$ cat config.mk
export PLATFORM = sky130hd
export DESIGN_NAME = sliding_window_counter_sum
export DESIGN_NICKNAME = d
export VERILOG_FILES = /design/src/hdl/sws_pkg.sv /design/src/hdl/sliding_window_counter_sum.sv /design/src/hdl/sws_slot_store.sv /design/src/hdl/sws_out_buf.sv
export SDC_FILE = /design/constraint.sdc
export NUM_CORES = 1
export LEC_CHECK = 0
export BUFFER_PORTS_ARGS = -buffer_cell sky130_fd_sc_hd__buf_4
export CAP_MARGIN = 20
export CELL_PAD_IN_SITES_DETAIL_PLACEMENT = 1
export CELL_PAD_IN_SITES_GLOBAL_PLACEMENT = 1
export CORE_UTILIZATION = 52
export CTS_CLUSTER_DIAMETER = 200
export DETAILED_ROUTE_END_ITERATION = 7
export PLACE_DENSITY = 0.9
export SYNTH_ARGS = -nofsm -noshare
export SYNTH_HDL_FRONTEND = slang
export SYNTH_HIERARCHICAL = 1
export SYNTH_SLANG_ARGS = --single-unit
$ cat constraint.sdc
create_clock -name clk -period 11.1 [get_ports clk]
set_input_delay 0.555 -clock clk [delete_from_list [all_inputs] [get_ports clk]]
set_output_delay 0.555 -clock clk [all_outputs]
set_load 0.05 [all_outputs]
$ cat src/hdl/sws_pkg.sv
// shared types and constants for the sliding window counter sum block
`default_nettype none
package sws_pkg;

  // default sizing
  localparam int DEFAULT_WINDOW_DEPTH = 16;
  localparam int DEFAULT_COUNTER_BITS = 16;

  // fixed field widths of the ports
  localparam int OPERATION_W = 2;
  localparam int VALUE_W     = 16;
  localparam int NEWEST_W    = 16;
  localparam int TOTAL_W     = 20;
  localparam int ENTRIES_W   = 5;
  localparam int WLEN_W      = 5;
  localparam int APB_DATA_W  = 32;
  localparam int APB_ADDR_W  = 3;

  // operation codes
  localparam logic [OPERATION_W-1:0] OP_PUSH = 2'd0;
  localparam logic [OPERATION_W-1:0] OP_ADD  = 2'd1;
  localparam logic [OPERATION_W-1:0] OP_SET  = 2'd2;

  // register indexes
  localparam logic REG_WINDOW_LENGTH = 1'b0;

  // reset value of the window length register
  localparam logic [WLEN_W-1:0] WLEN_RESET = 5'd1;

  // one result transaction
  typedef struct packed {
    logic [NEWEST_W-1:0]  newest_count;
    logic [TOTAL_W-1:0]   window_total;
    logic [ENTRIES_W-1:0] entries_held;
  } sws_result_t;

endpackage
`default_nettype wire

$ cat src/hdl/sliding_window_counter_sum.sv
// top level of the sliding window counter sum block
`default_nettype none
// sliding window of per-interval counters with a running window total.
// each input transaction carries one operation: push opens a new newest slot
// with the value (evicting the oldest slot first once the entry count has
// reached window_length or the window depth), add adds the value to the
// newest slot saturating at the counter maximum, set overwrites the newest
// slot; any other code leaves the state alone. every transaction returns one
// result with the newest slot, the window total and the entry count. the
// entry count never shrinks when window_length is lowered. after reset the
// window holds one zero entry. one transaction is taken every clock cycle
// while the output buffer is not full: the newest slot, the total and the
// ring pointers live in flops, and the slot memory is written once per
// transaction while its single read port prefetches the oldest slot for
// the next eviction, so back-to-back transactions do not stall. results are
// registered in a two-entry output buffer that lets one more transaction in
// while a result is stalled. window_length is written over the apb port at
// byte address 0 and must only be changed while the block is idle.
module sliding_window_counter_sum import sws_pkg::*; #(
  parameter int WINDOW_DEPTH = DEFAULT_WINDOW_DEPTH,
  parameter int COUNTER_BITS = DEFAULT_COUNTER_BITS
) (
  input  wire logic                   clk,
  input  wire logic                   rst,
  // apb configuration port
  input  wire logic                   psel,
  input  wire logic                   penable,
  input  wire logic                   pwrite,
  input  wire logic [APB_ADDR_W-1:0]  paddr,
  input  wire logic [APB_DATA_W-1:0]  pwdata,
  output logic      [APB_DATA_W-1:0]  prdata,
  output logic                        pready,
  // input channel
  input  wire logic                   in_valid,
  output logic                        in_stall,
  input  wire logic [OPERATION_W-1:0] operation,
  input  wire logic [VALUE_W-1:0]     value,
  // output channel
  output logic                        out_valid,
  input  wire logic                   out_stall,
  output logic      [NEWEST_W-1:0]    newest_count,
  output logic      [TOTAL_W-1:0]     window_total,
  output logic      [ENTRIES_W-1:0]   entries_held
);

  localparam int IDX_W      = (WINDOW_DEPTH > 1) ? $clog2(WINDOW_DEPTH) : 1;
  localparam int HELD_W     = $clog2(WINDOW_DEPTH + 1);
  localparam int TOTAL_BITS = COUNTER_BITS + HELD_W;
  localparam logic [63:0] COUNTER_MAX = (64'd1 << COUNTER_BITS) - 64'd1;
  localparam logic [IDX_W-1:0]  LAST_IDX   = IDX_W'(WINDOW_DEPTH - 1);
  localparam logic [HELD_W-1:0] DEPTH_HELD = HELD_W'(WINDOW_DEPTH);

  // configuration register
  logic [WLEN_W-1:0] window_length;
  logic              cfg_write;

  // window state
  logic [COUNTER_BITS-1:0] newest;
  logic [COUNTER_BITS-1:0] newest_next;
  logic [IDX_W-1:0]        oldest_idx;
  logic [IDX_W-1:0]        oldest_idx_next;
  logic [IDX_W-1:0]        newest_idx;
  logic [IDX_W-1:0]        newest_idx_next;
  logic [HELD_W-1:0]       held;
  logic [HELD_W-1:0]       held_next;
  logic [TOTAL_BITS-1:0]   total;
  logic [TOTAL_BITS-1:0]   total_next;

  // datapath helpers
  logic                    accept;
  logic                    buf_full;
  logic [COUNTER_BITS-1:0] oldest_val;
  logic [COUNTER_BITS-1:0] value_clamped;
  logic [63:0]             value_ext;
  logic [COUNTER_BITS:0]   add_sum;
  logic [COUNTER_BITS-1:0] add_sat;
  logic                    evict;
  logic [IDX_W-1:0]        oldest_idx_inc;
  logic [IDX_W-1:0]        newest_idx_inc;
  logic [63:0]             newest_ext;
  logic [63:0]             total_ext;
  logic [63:0]             held_ext;
  sws_result_t             result;
  sws_result_t             out_data;

  // apb: always ready, one register at index 0
  assign pready    = 1'b1;
  assign cfg_write = psel && penable && pwrite && pready;

  always_comb begin
    prdata = '0;
    if (paddr[2] == REG_WINDOW_LENGTH) begin
      prdata = APB_DATA_W'(window_length);
    end
  end

  always_ff @(posedge clk) begin
    if (rst) begin
      window_length <= WLEN_RESET;
    end else if (cfg_write && (paddr[2] == REG_WINDOW_LENGTH)) begin
      window_length <= pwdata[WLEN_W-1:0];
    end
  end

  // input handshake, held off only when the output buffer is full
  assign in_stall = buf_full;
  assign accept   = in_valid && !in_stall;

  // value clamped to the counter range
  assign value_ext     = 64'(value);
  assign value_clamped = (value_ext > COUNTER_MAX) ? COUNTER_MAX[COUNTER_BITS-1:0]
                                                   : value_ext[COUNTER_BITS-1:0];

  // saturating add to the newest slot
  assign add_sum = {1'b0, newest} + {1'b0, value_clamped};
  assign add_sat = add_sum[COUNTER_BITS] ? COUNTER_MAX[COUNTER_BITS-1:0]
                                         : add_sum[COUNTER_BITS-1:0];

  // a push evicts once the count reaches the window length or the depth
  assign evict = (32'(held) >= 32'(window_length)) || (held >= DEPTH_HELD);

  // ring pointer increments
  assign oldest_idx_inc = (oldest_idx == LAST_IDX) ? '0 : oldest_idx + IDX_W'(1);
  assign newest_idx_inc = (newest_idx == LAST_IDX) ? '0 : newest_idx + IDX_W'(1);

  always_comb begin
    newest_next     = newest;
    oldest_idx_next = oldest_idx;
    newest_idx_next = newest_idx;
    held_next       = held;
    total_next      = total;
    case (operation)
      OP_PUSH: begin
        newest_next     = value_clamped;
        newest_idx_next = newest_idx_inc;
        if (evict) begin
          // the oldest slot leaves, the new slot takes the freed place
          oldest_idx_next = oldest_idx_inc;
          total_next      = total - TOTAL_BITS'(oldest_val) + TOTAL_BITS'(value_clamped);
        end else begin
          held_next  = held + HELD_W'(1);
          total_next = total + TOTAL_BITS'(value_clamped);
        end
      end
      OP_ADD: begin
        newest_next = add_sat;
        total_next  = total - TOTAL_BITS'(newest) + TOTAL_BITS'(add_sat);
      end
      OP_SET: begin
        newest_next = value_clamped;
        total_next  = total - TOTAL_BITS'(newest) + TOTAL_BITS'(value_clamped);
      end
      default: begin
        // unused code, state unchanged
      end
    endcase
  end

  always_ff @(posedge clk) begin
    if (rst) begin
      newest     <= '0;
      oldest_idx <= '0;
      newest_idx <= '0;
      held       <= HELD_W'(1);
      total      <= '0;
    end else if (accept) begin
      newest     <= newest_next;
      oldest_idx <= oldest_idx_next;
      newest_idx <= newest_idx_next;
      held       <= held_next;
      total      <= total_next;
    end
  end

  // slot memory: newest slot written back every transaction, oldest
  // slot of the updated window prefetched for the next eviction
  sws_slot_store #(
    .WINDOW_DEPTH (WINDOW_DEPTH),
    .COUNTER_BITS (COUNTER_BITS)
  ) u_slot_store (
    .clk     (clk),
    .rst     (rst),
    .wr_en   (accept),
    .wr_addr (newest_idx_next),
    .wr_data (newest_next),
    .rd_en   (accept),
    .rd_addr (oldest_idx_next),
    .rd_data (oldest_val)
  );

  // result from the updated state, fitted to the port widths
  assign newest_ext = 64'(newest_next);
  assign total_ext  = 64'(total_next);
  assign held_ext   = 64'(held_next);

  always_comb begin
    result.newest_count = newest_ext[NEWEST_W-1:0];
    result.window_total = total_ext[TOTAL_W-1:0];
    result.entries_held = held_ext[ENTRIES_W-1:0];
  end

  sws_out_buf u_out_buf (
    .clk       (clk),
    .rst       (rst),
    .push      (accept),
    .push_data (result),
    .full      (buf_full),
    .out_valid (out_valid),
    .out_stall (out_stall),
    .out_data  (out_data)
  );

  assign newest_count = out_data.newest_count;
  assign window_total = out_data.window_total;
  assign entries_held = out_data.entries_held;

endmodule
`default_nettype wire

$ cat src/hdl/sws_slot_store.sv
// slot memory with registered read of the oldest slot and write forwarding
`default_nettype none
module sws_slot_store import sws_pkg::*; #(
  parameter int WINDOW_DEPTH = DEFAULT_WINDOW_DEPTH,
  parameter int COUNTER_BITS = DEFAULT_COUNTER_BITS,
  localparam int IDX_W = (WINDOW_DEPTH > 1) ? $clog2(WINDOW_DEPTH) : 1
) (
  input  wire logic                    clk,
  input  wire logic                    rst,
  input  wire logic                    wr_en,
  input  wire logic [IDX_W-1:0]        wr_addr,
  input  wire logic [COUNTER_BITS-1:0] wr_data,
  input  wire logic                    rd_en,
  input  wire logic [IDX_W-1:0]        rd_addr,
  output logic      [COUNTER_BITS-1:0] rd_data
);

  logic [COUNTER_BITS-1:0] mem [WINDOW_DEPTH];

  // slot 0 holds the single zero entry of the window after reset
  always_ff @(posedge clk) begin
    if (rst) begin
      mem[0] <= '0;
    end else if (wr_en) begin
      mem[wr_addr] <= wr_data;
    end
  end

  // read port, same-cycle write to the read address wins
  always_ff @(posedge clk) begin
    if (rst) begin
      rd_data <= '0;
    end else if (rd_en) begin
      if (wr_en && (wr_addr == rd_addr)) begin
        rd_data <= wr_data;
      end else begin
        rd_data <= mem[rd_addr];
      end
    end
  end

endmodule
`default_nettype wire

$ cat src/hdl/sws_out_buf.sv
// two-entry output buffer that decouples the result port from the input
`default_nettype none
module sws_out_buf import sws_pkg::*; (
  input  wire logic        clk,
  input  wire logic        rst,
  input  wire logic        push,
  input  wire sws_result_t push_data,
  output logic             full,
  output logic             out_valid,
  input  wire logic        out_stall,
  output sws_result_t      out_data
);

  logic        head_valid;
  logic        skid_valid;
  sws_result_t skid_data;
  logic        pop;

  assign pop       = head_valid && !out_stall;
  assign out_valid = head_valid;
  assign full      = skid_valid;

  always_ff @(posedge clk) begin
    if (rst) begin
      head_valid <= 1'b0;
      skid_valid <= 1'b0;
    end else begin
      if (skid_valid) begin
        if (pop) begin
          skid_valid <= 1'b0;
        end
      end else if (head_valid) begin
        if (push && !pop) begin
          skid_valid <= 1'b1;
        end else if (!push && pop) begin
          head_valid <= 1'b0;
        end
      end else if (push) begin
        head_valid <= 1'b1;
      end
    end
  end

  // payload
  always_ff @(posedge clk) begin
    if (skid_valid) begin
      if (pop) begin
        out_data <= skid_data;
      end
    end else if (push) begin
      if (!head_valid || pop) begin
        out_data <= push_data;
      end else begin
        skid_data <= push_data;
      end
    end
  end

endmodule
`default_nettype wire

* Yosys cells after proc, flatten, opt, wreduce, memory -nomap -nowiden
Memories as Yosys holds them, arrays and structs flattened. A register that Yosys moved wholly into a read port is not among the register bits. Index checks and enable logic that the tools add are counted.
Word-level totals: flip-flop bits (word level) 139, bits in latches 0, RAM bits 256, ROM bits 0, output and inout bits 76, word-level logic and storage cells 92, memories 1
Memory list:
- u_slot_store.mem | words 16, bits a word 16, read ports 1, clocked after memory_dff 1, write ports 1, line sws_slot_store.sv:18 | logic [COUNTER_BITS-1:0] mem [WINDOW_DEPTH];
Operators by class: add/sub/neg operators 10, $mul 0, divide/modulo/power cells 0, magnitude comparators 3, eq/ne operators 5, shifts and indexed selects 0, multiplexer cells 32, bitwise logic cells 3, reductions and logical operators 23
Operators with widths (count):
- $mux W41 | 4
- $add A21 B16 Y21 | 4
- $pmux W21 S3 | 1
- $mux W16 | 3
- $sub A21 B16 Y21 | 2
- $pmux W16 S2 | 1
- $mux W4 | 6
- $mux W21 | 1
- $add A16 B16 Y17 | 1
- $gt A16 B16 Y1 const B | 1
- $reduce_or A16 Y1 | 1
- $mux W5 | 3
- $mux W1 | 13
- $add A4 B1 Y4 const B | 2
- $eq A4 B4 Y1 const B | 2
- $logic_and A1 B1 Y1 | 7
- $reduce_and A3 Y1 | 2
- $add A5 B1 Y5 const B | 1
- $ge A5 B5 Y1 | 1
- $ge A5 B5 Y1 const B | 1
- $logic_not A1 Y1 | 5
- $reduce_bool A2 Y1 | 2
- $not A1 Y1 | 3
- $reduce_bool A3 Y1 | 1
- other kinds (7) | 8

* Longest topological paths before layout
depth in word-level cells 9, depth in mapped cells 26, mapped depth without buffers 24

* Cells and area by module
Netlist, hierarchy kept.
By module, submodules not included:
- sws_slot_store | times used 1, cells an instance 526, area each 10640.2 µm², seq. area each 8007.7 µm²
- sliding_window_counter_sum | times used 1, cells an instance 1135, area each 8380.5 µm², seq. area each 1081.0 µm²
- sws_out_buf | times used 1, cells an instance 140, area each 3245.6 µm², seq. area each 2502.4 µm²

* Worst setup path before layout
Ideal clock, no wire load.
path kind input to register, from input port value[0], to register u_out_buf/out_data[23] (netlist name), library setup time 260 ps, data arrival time 5268 ps, data required time 10840 ps, path slack 5572 ps, stages 26, buffers on the path 2, cells stage by stage ha_1 > fa_1 > a21oi_1 > nand4b_1 > nand3_1 > nand3b_1 > a21o_1 > a21oi_1 > or2_2 > clkbuf_1 > clkbuf_1 > nor3_1 > a21oi_1 > ha_1 > inv_1 > fa_1 > nor2b_1 > o31a_1 > o41ai_1 > o211ai_1 > a31oi_1 > nor3_2 > xnor2_1 > a221o_1 > mux2_2 > mux2_4
On the way: longest elaborated chain between the ends 9, elaborated cells on any way between the ends 13, classes of those cells 5 x add/sub; 1 x order compare; 7 x mux
Ends and longest elaborated chain:
- from (decl) | line sliding_window_counter_sum.sv:37 | input wire logic [VALUE_W-1:0] value,
- $gt A16 B16 Y1 | line sliding_window_counter_sum.sv:111 | assign value_clamped = (value_ext > COUNTER_MAX) ? COUNTER_MAX[COUNTER_BITS-1:0]
- $mux W16 * | line sliding_window_counter_sum.sv:111
- $add A16 B16 Y17 | line sliding_window_counter_sum.sv:115 | assign add_sum = {1'b0, newest} + {1'b0, value_clamped};
- $mux W16 | line sliding_window_counter_sum.sv:116 | assign add_sat = add_sum[COUNTER_BITS] ? COUNTER_MAX[COUNTER_BITS-1:0]
- $add A21 B16 Y21 | line sliding_window_counter_sum.sv:147 | total_next = total - TOTAL_BITS'(newest) + TOTAL_BITS'(add_sat);
- $pmux W21 S3 * | line sliding_window_counter_sum.sv:132 | case (operation)
- named net total_next[18] | line sliding_window_counter_sum.sv:67 | logic [TOTAL_BITS-1:0] total_next;
- $mux W41 * | line sws_out_buf.sv:51 | if (!head_valid || pop) begin
- $mux W41 * | line sws_out_buf.sv:50 | end else if (push) begin
- $mux W41 * | line sws_out_buf.sv:46 | if (skid_valid) begin
Mark *: on every way through the listed nets, which the timed path passes. The rest lies on a longest branch. The select of a mux whose other input is x is not followed. A chain may end at the register's enable or synchronous reset.

* Worst setup path after layout
from register newest[0], to register u_out_buf/out_data[15] (netlist name)
On the way: longest elaborated chain between the ends 7, elaborated cells on any way between the ends 9, classes of those cells 4 x add/sub; 5 x mux
Ends and longest elaborated chain:
- from (decl) | line sliding_window_counter_sum.sv:58 | logic [COUNTER_BITS-1:0] newest;
- from (signal assigned) | line sliding_window_counter_sum.sv:167 | newest <= newest_next;
- $add A16 B16 Y17 | line sliding_window_counter_sum.sv:115
- $mux W16 | line sliding_window_counter_sum.sv:116
- $add A21 B16 Y21 | line sliding_window_counter_sum.sv:147
- $pmux W21 S3 * | line sliding_window_counter_sum.sv:132
- named net total_next[10] | line sliding_window_counter_sum.sv:67
- $mux W41 * | line sws_out_buf.sv:51
- $mux W41 * | line sws_out_buf.sv:50
- $mux W41 * | line sws_out_buf.sv:46
Marked as above.

==> run_results.csv <==
group,metric,value,unit
setup_path,timing.critical_path.mode_cell,"a21oi_1",
routing,post_drt_wl_per_cell,28.1,µm
routing,drc,0,
global_routing,grt_pass1_wl,103000,µm
synth,yosysWarningCount,6,
sta,period_share,58.7,%
setup_path,critPathBufInv,1,
clock_network,cts_sinks,410,
global_routing,antenna_found_initial,1,
die,dieHeight,209,µm
power_and_ir_drop,leakage,9.24,nW
routing,via_per_inst,6.61,
sta,final-setup-viol-count,0,
die,pin_count,136,
clock_network,cts_setup_buffers,0,
clock_network,clock-root-buffer,"clkbuf_16",
clock_network,cts_resized,0,
final_layout,finalNonFillerCells,2448,
synth,synth_seq_cells,410,
job,maxCapViolations,0,
clock_network,insertion_delay,0.61,ns
die,dieArea,43700,µm²
synth,synth_edf_count,338,
sta,rsz0062_at_grt,"no",
sta,max_slew_margin,22.8,%
sta,slew_viol_final,0,
routing,vias,16200,
clock_network,clock_path_buffers,3,
setup_path,cp_max_fo,25,
placed_design,portBuffers,78,
synth,ys.flop_type,"edfxtp_1",
setup_path,required,11.44,ns
sta,hold_viol_final,0,
sta,skew,0.0345,ns
placed_design,dp_hpwl,45400,µm
setup_path,crit_type,"register to register",
synth,syn-cell-area,22300,µm²
setup_path,crit_arrival,6.86,ns
final_layout,fill_cells,4197,
global_routing,grt_max_degree,75,
die,start_util,52.8,%
die,rows,75,
synth,ys_async_sr_fraction,0,%
power_and_ir_drop,powerDensity,231,nW/µm²
clock_network,hold_buffers,0,
final_layout,nets,2054,
routing,dr.pass1.iters,5,
setup_path,crit_path_top_delay_cell,"o41ai_1",
synth,synth_cell_type_count,91,
final_layout,drive_above_1_share,17.8,%
power_and_ir_drop,peakVddDrop,139,µV
global_routing,grt_usage,31.6,%
routing,drtIter0Drc,1633,
final_layout,final_cell_mix,"edfxtp_1, nand2_1, a21oi_1",
synth,seq_area_frac_synth,52.1,%
placed_design,place_congestion,0.941,
placed_design,place_inst,2364,
setup_path,cp_slowest_stage_delay,0.59,ns
clock_network,cts_tree,"built",
setup_path,r2r_slack,4.58,ns
global_routing,grt_overflow_total,0,
synth,syn_inst,1801,
status,status,"completed",
sta,fmax,153,MHz
setup_path,cp_cell_sequence,"ha_1, fa_1, a21oi_1, nand4b_1, nand3_1, nand3b_1, a21o_1, a21oi_1, or2_2, nor3_1, a21oi_1, ha_1, inv_1, fa_1, nor2b_1, o31a_1, o41ai_1, nor2b_1, o21ai_0, xnor2_1, nor2_1, a221oi_1, mux2i_1, mux2_4",
clock_network,path_clk_slew,0.06,ns
sta,tightest_slew,1.15,ns
setup_path,crit_family,"compound AO/OA/AOI/OAI gates",
sta,finalSetupTns,0,ns
sta,post-route-min-period,6.52,ns
hold_path,hp-class,"primary input to register",
die,coreArea,42100,µm²
clock_network,numCtsBuffers,43,
synth,syn_area_per_cell,12.4,µm²
clock_network,htree_levels,2,
final_layout,final_common_cell,"edfxtp_1",
final_layout,syn2layout_area_growth,11.1,%
die,die_x,209,µm
setup_path,worst_setup_path_start_kind,"register",
routing,wl,68700,µm
setup_path,cp-end-kind,"register",
global_routing,grt_pass1_vias,16900,
routing,drtAntennaViolNets,0,
## routing by layer
metal  vias to the layer above  wire [µm]  GRT usage (%)  part of all wire (%)
met5                         -          0          0.334                     0
met4                         0       3430           16.3                   5.0
met3                       198       5780           5.14                   8.4
met2                       900      32800           51.7                    48
met1                      8187      26700           40.7                    39
li1                       6888          -              -                     -
## path summary, 6_finish.rpt
path         depth (start not counted)                       start                               end
max                                 24      newest[0]$_SDFFE_PP0P_  u_out_buf/out_data[15]$_DFFE_PP_
max reg2reg                         24      newest[0]$_SDFFE_PP0P_  u_out_buf/out_data[15]$_DFFE_PP_
min reg2reg                          2  oldest_idx[3]$_SDFFE_PP0P_        oldest_idx[3]$_SDFFE_PP0P_
min                                  3                   pwdata[1]     window_length[1]$_SDFFE_PP0P_
## Yosys cell counts (20+ instances only)
master / instances / area (µm²)
nand3_1: 21 / 105
mux4_2: 64 / 1440
fa_1: 20 / 400
nand2_1: 117 / 439
mux2_4: 37 / 556
inv_1: 109 / 409
ha_1: 100 / 1250
nor3_1: 37 / 185
xnor2_1: 56 / 490
a22oi_1: 50 / 375
o21ai_0: 70 / 350
buf_4: 38 / 285
xor2_1: 28 / 245
dfxtp_1: 72 / 1440
a21o_1: 48 / 360
a21oi_1: 115 / 576
nor2_1: 117 / 439
a311oi_1: 27 / 236
clkbuf_1: 51 / 191
edfxtp_1: 338 / 10100
## cell type report
class / count / area [µm²] / share of cell area (%)
Sequential cell: 410 / 11600 / 46.8
Multi-Input combinational cell: 1192 / 9690 / 39.2
Clock buffer: 49 / 1130 / 4.56
Timing Repair Buffer: 115 / 887 / 3.58
Tap cell: 539 / 674 / 2.73
Inverter: 112 / 420 / 1.70
Clock inverter: 29 / 347 / 1.40
Antenna cell: 2 / 5.00 / 0.0202
## logic make-up (layout without fill, tap and decap cells)
group,after synthesis,after routing,synth area share [%]
AO/OA/AOI/OAI,447,447,13.6
adder cells (fa/ha/maj),120,120,7.42
AND/OR/NAND/NOR,383,383,8.04
XOR/XNOR,85,85,3.38
other,2,30,0.0337
buffers and inverters,225,305,5.16
flip-flops,410,410,52.1
multiplexers,129,129,10.3
## through the flow
step | hold slack (ns) | setup WS (ns) | area [µm²] | power [W] | utilization [%]
floorplan | 0.456 | 5.57 | 22400 | 0.00355 | -
global placement | 0.471 | 4.61 | 23200 | 0.00398 | 55.1
detailed placement | 0.504 | 4.42 | 23200 | 0.00412 | 55.1
CTS | 0.215 | 4.69 | 24700 | 0.00569 | 58.6
global route | 0.229 | 4.28 | 24700 | 0.00593 | 58.7
finish | 0.222 | 4.58 | 24700 | 0.00572 | 58.7
## state kept, by name (all words and copies together) (netlist names), 5 cells and up
signal	count
u_out_buf/out_data	41
total	20
window_length	5
held	5
u_slot_store/mem	256
u_slot_store/rd_data	16
newest	16
u_out_buf/skid_data	41
## where the power goes
part,switching [W],internal (W),total (W),leakage [nW]
logic,0.00143,0.000894,0.00232,4.81
registers,0.0000620,0.00180,0.00186,3.71
clock network,0.000652,0.000879,0.00153,0.719
total,0.00214,0.00358,0.00572,9.24
## worst reg2reg max path, delay by kind of cell, from the launching register on
kind,cells,cell delay (ns)
compound gates,8,2.04
xor+xnor,1,0.29
fa+ha+maj,4,1.09
buf+inv,1,0.09
flops,1,0.34
mux,2,0.63
simple gates,8,1.78
No activity file was read; power rests on OpenSTA's default activity.
